$ cat config.mk
export PLATFORM = sky130hd
export DESIGN_NAME = key_debounce_autorepeat
export DESIGN_NICKNAME = d
export VERILOG_FILES = /design/src/hw/rtl/kda_pkg.sv /design/src/hw/rtl/kda_scan_core.sv /design/src/hw/rtl/key_debounce_autorepeat.sv
export SDC_FILE = /design/constraint.sdc
export NUM_CORES = 1
export LEC_CHECK = 0
export BUFFER_PORTS_ARGS = -buffer_cell sky130_fd_sc_hd__buf_2
export CORE_ASPECT_RATIO = 0.9
export CORE_UTILIZATION = 30
export CTS_BUF_LIST = sky130_fd_sc_hd__clkbuf_4
export DETAILED_ROUTE_END_ITERATION = 10
export GPL_ROUTABILITY_DRIVEN = 1
export HOLD_SLACK_MARGIN = 0.03
export PLACE_DENSITY_LB_ADDON = 0.15
export SLEW_MARGIN = 20
export SYNTH_ARGS = -nofsm -noshare
export SYNTH_HDL_FRONTEND = slang
export SYNTH_HIERARCHICAL = 1
export SYNTH_SLANG_ARGS = --single-unit
$ cat constraint.sdc
create_clock -name aclk -period 6.3 [get_ports aclk]
set_clock_uncertainty 0.1 [all_clocks]
set_input_delay 0.945 -clock aclk [delete_from_list [all_inputs] [get_ports aclk]]
set_output_delay 0.945 -clock aclk [all_outputs]
set_load 0.01 [all_outputs]
$ cat src/hw/rtl/kda_pkg.sv
// ----------------------------------------------------------------------------
// kda_pkg
// Shared types and constants for the key debounce / auto-repeat block.
// ----------------------------------------------------------------------------
package kda_pkg;

    localparam int CodeW  = 5;
    localparam int CountW = 16;
    localparam int AddrW  = 3;
    localparam int DataW  = 16;

    typedef logic [CodeW-1:0]  code_t;
    typedef logic [CountW-1:0] count_t;

    // Configuration register indexes
    typedef enum logic [AddrW-1:0] {
        REG_ALLOW_MULTI = 3'd0,
        REG_ALLOW_REPEAT = 3'd1,
        REG_TWO_SPEED   = 3'd2,
        REG_FIRST_DELAY = 3'd3,
        REG_LATER_DELAY = 3'd4
    } reg_idx_t;

    localparam count_t FirstDelayReset = 16'd50;
    localparam count_t LaterDelayReset = 16'd10;
    localparam count_t CountMax        = 16'hFFFF;

    typedef struct packed {
        logic   allow_multi_press;
        logic   allow_repeat;
        logic   two_speed_repeat;
        count_t first_delay;
        count_t later_delay;
    } cfg_t;

    typedef struct packed {
        code_t  last_code;
        count_t hold_count;
        logic   use_later_delay;
    } scan_state_t;

    // True when exactly one bit of the code is set
    function automatic logic single_key(input code_t v);
        return (v != '0) && ((v & (v - code_t'(1))) == '0);
    endfunction

endpackage

$ cat src/hw/rtl/kda_scan_core.sv
// ----------------------------------------------------------------------------
// kda_scan_core
// Next-state and key code logic for one keypad scan.
// ----------------------------------------------------------------------------
module kda_scan_core (
    input  kda_pkg::cfg_t        cfg,
    input  kda_pkg::scan_state_t cur,
    input  kda_pkg::code_t       first_sample,
    input  kda_pkg::code_t       second_sample,
    output kda_pkg::scan_state_t nxt,
    output kda_pkg::code_t       key_code
);
    import kda_pkg::*;

    logic   one_key;
    logic   pass_code;
    count_t count_inc;
    count_t delay_sel;

    assign one_key   = single_key(first_sample);
    assign pass_code = cfg.allow_multi_press | one_key;
    assign count_inc = (cur.hold_count == CountMax) ? cur.hold_count
                                                   : cur.hold_count + count_t'(1);
    assign delay_sel = cur.use_later_delay ? cfg.later_delay : cfg.first_delay;

    always_comb begin
        nxt      = cur;
        key_code = '0;
        if (first_sample != second_sample) begin
            // bounce: drop the count
            nxt.hold_count = '0;
        end else if (first_sample == '0) begin
            // release
            nxt.last_code       = '0;
            nxt.hold_count      = '0;
            nxt.use_later_delay = 1'b0;
        end else if (cur.last_code != first_sample) begin
            nxt.last_code  = first_sample;
            nxt.hold_count = '0;
            if (pass_code) begin
                key_code = first_sample;
            end
        end else if (!pass_code || !cfg.allow_repeat) begin
            nxt.hold_count = '0;
        end else if (count_inc > delay_sel) begin
            nxt.hold_count = '0;
            if (cfg.two_speed_repeat) begin
                nxt.use_later_delay = 1'b1;
            end
            key_code = first_sample;
        end else begin
            nxt.hold_count = count_inc;
        end
    end

endmodule

$ cat src/hw/rtl/key_debounce_autorepeat.sv
// ----------------------------------------------------------------------------
// key_debounce_autorepeat
// Keypad debounce with typematic auto-repeat, one scan per request.
// ----------------------------------------------------------------------------
// Each input request carries two key bitmaps read one debounce interval apart
// and yields exactly one output request holding the accepted key code (zero
// when there is no key event). The block takes one scan every clock cycle
// while the output side keeps up; a scan is captured in the input register
// when it is accepted and moves to the result register as the pipe advances,
// and its code is offered on the output from there until the output side is
// ready to take it. The rate is set by the debounce state (remembered
// code, hold count, delay selector), which is read and updated in the single
// cycle a scan moves from the input register to the result register. Both
// registers stall together when the output side holds off, and the input
// side keeps accepting as long as the input register frees up. Configuration
// writes take effect on the next edge and are meant to be made while no scan
// is in flight.
// ----------------------------------------------------------------------------
module key_debounce_autorepeat #(
    parameter int NUM_KEYS = 5
) (
    input  logic                     aclk,
    input  logic                     aresetn,
    // scan requests
    input  logic                     s_tvalid,
    output logic                     s_tready,
    input  logic [15:0]              s_tdata,   // [4:0] first_sample, [9:5] second_sample
    // key code results
    output logic                     m_tvalid,
    input  logic                     m_tready,
    output logic [7:0]               m_tdata,   // [4:0] key_code
    // configuration writes
    input  logic                     cfg_we,
    input  logic [kda_pkg::AddrW-1:0] cfg_addr,
    input  logic [kda_pkg::DataW-1:0] cfg_wdata
);
    import kda_pkg::*;

    // Only the low NUM_KEYS key bits take part (capped at the field width)
    localparam int    KeyBits = (NUM_KEYS < CodeW) ? NUM_KEYS : CodeW;
    localparam code_t KeyMask = code_t'((1 << KeyBits) - 1);

    cfg_t        cfg_reg;
    scan_state_t state_reg;
    scan_state_t state_next;

    logic  in_valid_reg;
    code_t first_reg;
    code_t second_reg;
    logic  out_valid_reg;
    code_t code_reg;
    code_t code_next;

    logic advance;
    logic take_in;

    // Advance the pipe when the result register is empty or being drained
    assign advance  = !out_valid_reg || m_tready;
    assign s_tready = !in_valid_reg || advance;
    assign take_in  = s_tvalid && s_tready;

    assign m_tvalid = out_valid_reg;
    assign m_tdata  = {3'b000, code_reg};

    // Configuration registers
    always_ff @(posedge aclk) begin
        if (!aresetn) begin
            cfg_reg.allow_multi_press <= 1'b0;
            cfg_reg.allow_repeat      <= 1'b1;
            cfg_reg.two_speed_repeat  <= 1'b1;
            cfg_reg.first_delay       <= FirstDelayReset;
            cfg_reg.later_delay       <= LaterDelayReset;
        end else if (cfg_we) begin
            case (cfg_addr)
                REG_ALLOW_MULTI:  cfg_reg.allow_multi_press <= cfg_wdata[0];
                REG_ALLOW_REPEAT: cfg_reg.allow_repeat      <= cfg_wdata[0];
                REG_TWO_SPEED:    cfg_reg.two_speed_repeat  <= cfg_wdata[0];
                REG_FIRST_DELAY:  cfg_reg.first_delay       <= cfg_wdata;
                REG_LATER_DELAY:  cfg_reg.later_delay       <= cfg_wdata;
                default: ;
            endcase
        end
    end

    // Input register: hold the masked samples of one scan
    always_ff @(posedge aclk) begin
        if (!aresetn) begin
            in_valid_reg <= 1'b0;
        end else if (s_tready) begin
            in_valid_reg <= s_tvalid;
        end
    end

    always_ff @(posedge aclk) begin
        if (take_in) begin
            first_reg  <= s_tdata[4:0] & KeyMask;
            second_reg <= s_tdata[9:5] & KeyMask;
        end
    end

    kda_scan_core u_core (
        .cfg           (cfg_reg),
        .cur           (state_reg),
        .first_sample  (first_reg),
        .second_sample (second_reg),
        .nxt           (state_next),
        .key_code      (code_next)
    );

    // Debounce state and result register move together on each advance
    always_ff @(posedge aclk) begin
        if (!aresetn) begin
            state_reg     <= '0;
            out_valid_reg <= 1'b0;
        end else if (advance) begin
            out_valid_reg <= in_valid_reg;
            if (in_valid_reg) begin
                state_reg <= state_next;
            end
        end
    end

    always_ff @(posedge aclk) begin
        if (advance && in_valid_reg) begin
            code_reg <= code_next;
        end
    end

endmodule

; After elaboration in Yosys (flattened, before gate mapping)
; Index checks and enable logic that the tools add are counted.
[word_totals]
register_bits = 74
input_bits = 40
output_inout_bits = 10
elab_cells = 70
[op_classes]
add_sub_neg = 2
magnitude_cmp = 1
n_eq_ne = 9
mux = 16
n_bitwise = 3
reduce_logical = 26
[ops]
columns = cell, count
row1 = 2-to-1 mux 16 bit, 6
row2 = 2-to-1 mux 5 bit, 5
row3 = 2-to-1 mux 22 bit, 1
row4 = adder 16 x 1 -> 16 bit (second input constant), 1
row5 = equality test 16 bit (second input constant), 1
row6 = > comparator 16 bit, 1
row7 = AND reduction 2 bit, 6
row8 = zero test 5 bit, 2
row9 = inequality test 5 bit, 2
row10 = AND reduction 7 bit, 1
row11 = equality test 3 x 2 -> 1 bit (second input constant), 2
row12 = nonzero test 2 bit, 3
row13 = bitwise AND 5 bit, 1
row14 = nonzero test 5 bit, 1
row15 = subtractor 5 x 1 -> 5 bit (second input constant), 1
row16 = zero test 1 bit, 4
row17 = 2-to-1 mux 1 bit, 4
row18 = inequality test 2 x 1 -> 1 bit (second input constant), 2
row19 = AND reduction 4 bit, 1
row20 = equality test 3 x 1 -> 1 bit (second input constant), 1
row21 = equality test 3 bit (second input constant), 1
row22 = logical AND 1 bit, 3
row23 = zero test 3 bit, 1
row24 = logical OR 1 bit, 3
row25 = other kinds (3), 3

; Logic depth before layout (Yosys ltp)
[depth]
depth_word = 11
ltp_mapped = 16
mapped_depth_nobuf = 14

; By module
; The synthesis kept the hierarchy.
[modules_own_cells]
columns = module, n_inst, cells_each, area_each_um2, seq_area_each_um2
row1 = key_debounce_autorepeat, 1, 262, 2708.8, 1631.6
row2 = kda_scan_core, 1, 192, 1392.6, 0.0

; Worst setup path after synthesis
; Ideal clock, no wire load.
[synth_timing]
kind = reg-to-reg
start = register state_reg[1] (netlist bit)
end = register code_reg[0], data pin
setup_time_ps = 267
t_arrival_ps = 2947
t_required_ps = 5933
slack_ps = 2986
stages_incl_launch_ff = 14
path_buffers = 2
synth_period_minus_slack_ps = 3314
path_cell_list = dfxtp_1 > ha_1 > clkbuf_1 > nand3_1 > or2_1 > buf_4 > mux2_4 > ha_1 > nor2b_1 > o211ai_1 > a21boi_1 > o31ai_1 > a2bb2oi_1 > nor2_1
[synth_between]
elab_chain_cells = 6
elab_cells_between_ends = 7
cone_classes = add/sub (1) / order compare (1) / eq/ne (1) / mux (4)
[synth_lines]
columns = item, line
row1 = start: declaration, key_debounce_autorepeat.sv:44  ; scan_state_t state_reg;
row2 = start signal: assignment, key_debounce_autorepeat.sv:118  ; state_reg <= state_next;
row3 = adder 16 x 1 -> 16 bit / equality test 16 bit (equally long branches), "kda_scan_core.sv:23, kda_scan_core.sv:22"
row4 = 2-to-1 mux 16 bit *, kda_scan_core.sv:22  ; assign count_inc = (cur.hold_count == CountMax) ? cur.hold_count
row5 = > comparator 16 bit *, kda_scan_core.sv:45  ; end else if (count_inc > delay_sel) begin
row6 = 2-to-1 mux 5 bit *, kda_scan_core.sv:45
row7 = 2-to-1 mux 5 bit *, kda_scan_core.sv:43  ; end else if (!pass_code || !cfg.allow_repeat) begin
row8 = 2-to-1 mux 5 bit *, kda_scan_core.sv:37  ; end else if (cur.last_code != first_sample) begin
row9 = end signal: assignment, key_debounce_autorepeat.sv:125  ; code_reg <= code_next;
row10 = end: declaration, key_debounce_autorepeat.sv:51  ; code_t code_reg;
; Mark *: on every way between the ends. The rest lies on a longest branch, timed or not.
; A chain may end at the register's enable or synchronous reset.

; Worst setup path after layout
; Same ends and word-level chain as after synthesis.

==> key figures <==
Route
  • DRT Wirelength: 8450 um
  • Avg Vias per Cell: 4.76
  • Vias after detailed routing: about 3100
  • Drt drc: 1
  • DR WL/cell: 13.0 um
  • Detailed Routing Iterations Pass 1: 8
  • Drt initial violations: 94
  • Routed Antenna Nets: 0

Timing
  • Slew Limit Fails: 0
  • Final hold vios: 0
  • WHS: 0.365 ns
  • RSZ-0062 raised after global routing: false
  • Tcrit/Tclk final: 60.7%
  • Worst-Margin Slew: 1.04 ns
  • Final setup viols: 0
  • F_max: 262 MHz
  • Tmin final: around 3.8 ns
  • Setup ws final: 2.48 ns
  • Setup TNS: 0 ns
  • Relative slew slack: 30.9%

Critical path
  • Buffers and inverters on the worst path: 1
  • CP Cell Sequence: ha_1 -> nand3_1 -> or2_1 -> nor3b_1 -> xor2_1 -> ha_1 -> a21oi_1 -> o21ai_0 -> a21o_1 -> o31ai_1 -> buf_4 -> a2bb2oi_1 -> nor2_1
  • Slowest cell on crit path: a2bb2oi_1
  • Max FO, Critical Path: 12
  • Cell repeated most along the worst path: ha_1
  • Worst Path Arrival: 3.90 ns
  • Worst setup EP type: flop
  • Crit Path Class: reg2reg
  • Max incr delay on CP: about 0.45 ns
  • Critical Path Source: state_reg[1]
  • WP data required: 6.37 ns
  • Critical path's top delay family: compound AO/OA/AOI/OAI gates
  • Setup crit start kind: flop
  • Reg2Reg Launch Point: state_reg[1]

Final layout
  • Final core occ: 33.8%
  • Area growth syn-to-layout: 10.0%
  • Final net count: roughly 530
  • Fraction of layout instances using a drive strength above 1: 15.6%
  • ANT cells: 0
  • Max reg flops: 35
  • Commonest non-fill, non-tap cells in the layout: 83 x nand2_1, 59 x dfxtp_1, 45 x mux2i_1
  • Most common cell after layout, fill and taps aside: nand2_1
  • Number of fillers in the final layout: 1390

Global routing
  • Largest net degree at the start of global routing: 98
  • First-pass GRT wire length: 14100 um
  • Final global-route overflow total: 0
  • Global router's overall resource usage: 12.6%
  • Initial antenna violation count: 0
  • Number of global-route vias before repair: 2862

Status
  • Status: complete, but fails checks
  • Failing checks: DRC

Worst hold path
  • HP Class: reg2reg
  • Hold path start: cfg_reg[28]

Synth
  • Synthesized flop and latch total: 74
  • XOR/XNOR Fraction of Synth Area: 4.06%
  • Synth cell types: 53
  • Sequential fraction of the synthesis area: 39.8%
  • Mux share of post-synthesis cell area: ~12%
  • Combinational family with the most area after synthesis: simple AND/OR/NAND/NOR gates
  • Synth Area in Compound Gates: 8.72%
  • Syn Inst Count: 454
  • Adder-cell share of the synthesized area: 5.19%
  • Synth Warn #: 6
  • Ys async rst share: 0%
  • Mapped cell area: 4100 sq um
  • Post-Syn Area per Cell: 9.03 sq um
  • Simple-Gate Fraction of Synth Area: 24.0%
  • Post-synth EDFFs: 15
  • Leading register cell type out of synthesis: dfxtp_1

Clock network
  • Clock slew at reported path FFs: 0.13 ns
  • Post-CTS setup buffers: 0
  • # clock sinks: 74
  • TritonCTS Buffers: 9
  • Clock Latency Late Sink: 0.43 ns
  • Post-CTS resize count: 0
  • CTS tree: built
  • Hold-fix buffers, CTS: 0
  • Max Buffers Root-to-Sink: 2
  • CTS root buf: clkbuf_4
  • H-tree depth: 3

Place
  • DP Wirelength: roughly 6000 um
  • Placer Congestion: between 0.7 and 0.8
  • Number of port buffers: 40
  • Placement Setup Slack: 2.50 ns

Die
  • Cell Rows: 40
  • Area of the core: 13400 sq um
  • Die area: 14100 sq um
  • Chip height: 113 um
  • Effective utilization at floorplan: 30.7%
  • Ports: 50
  • Die X: approximately 130 um

Flow run
  • Max cap viols: 0

Power
  • Max VDD drop: 115 uV
  • Pleak: ~0.0017 uW
  • Pwr Density: 204 nW/um^2
==> worst reg2reg max path, stage by stage (launching register included) <==
cell and delay [ns]:
dfxtp_1 0.43, ha_1 0.37, nand3_1 0.17, or2_1 0.40
nor3b_1 0.21, xor2_1 0.23, ha_1 0.29, a21oi_1 0.13
o21ai_0 0.09, a21o_1 0.18, o31ai_1 0.19, buf_4 0.23
a2bb2oi_1 0.45, nor2_1 0.10
==> cell type report <==
cell class / count / area [sq um] / area share [%]
well taps: 168 / 210 / 4.66
flip-flops and latches: 74 / 1630 / 36.2
clock buffers: 9 / 67.6 / 1.50
inverters: 7 / 26.3 / 0.582
multi-input cells: 340 / 2240 / 49.6
clock inverters: 7 / 100 / 2.22
repair buffers: 45 / 238 / 5.27
==> power breakdown <==
group	total (uW)	switching, uW	internal (uW)
clock	347	184	164
combinational	67.7	39.7	28.0
sequential	504	8.96	495
==> path summary, 6_finish.rpt <==
kind,end,slack (ns),cells after the start
hold / removal,cfg_reg[28],0.37,2
setup / recovery,code_reg[0],2.48,13
setup reg to reg,code_reg[0],2.48,13
hold reg to reg,cfg_reg[28],0.37,2
==> routing by layer <==
layer  track usage (%)  share of wire (%)  vias up
li1                  -                  -     1620
met1              18.1                 54     1405
met2              18.4                 41       55
met3              2.03                3.1       11
met4              5.85                1.5        0
met5                 0                  0        -
==> logic make-up (layout without fill, tap and decap cells) <==
logic type	count (synthesis)	count (layout)
AO/OA/AOI/OAI	64	64
XOR/XNOR	19	19
adder cells (fa/ha/maj)	17	17
buffers and inverters	42	68
flip-flops	74	74
multiplexers	49	49
other	1	3
AND/OR/NAND/NOR	188	188
==> synthesized netlist by cell type (3+ instances only) <==
| cell | count | area (sq um) |
|---|---|---|
| a21oi_1 | 14 | 70.1 |
| and2_1 | 6 | 37.5 |
| and3_1 | 12 | 75.1 |
| buf_2 | 10 | 50.1 |
| buf_4 | 8 | 60.1 |
| buf_6 | 6 | 67.6 |
| clkbuf_1 | 11 | 41.3 |
| dfxtp_1 | 59 | 1180 |
| edfxtp_1 | 15 | 450 |
| ha_1 | 17 | 213 |
| inv_1 | 7 | 26.3 |
| mux2i_1 | 45 | 450 |
| nand2_1 | 83 | 312 |
| nand2b_1 | 3 | 18.8 |
| nand3_1 | 36 | 180 |
| nand4_1 | 4 | 25.0 |
| nor2_1 | 13 | 48.8 |
| nor2b_1 | 11 | 68.8 |
| nor4b_1 | 3 | 26.3 |
| o21ai_0 | 22 | 110 |
| o21ai_1 | 15 | 75.1 |
| xnor2_1 | 9 | 78.8 |
| xor2_1 | 10 | 87.6 |
==> through the flow <==
stage	std cells	power, uW	area (sq um)
3_3_place_gp	634	581	4350
3_5_place_dp	634	583	4350
5_1_grt	650	964	4510
4_1_cts	650	933	4510
6_report	650	919	4510
2_1_floorplan	456	563	4110
(Power assumes the default switching activity.)
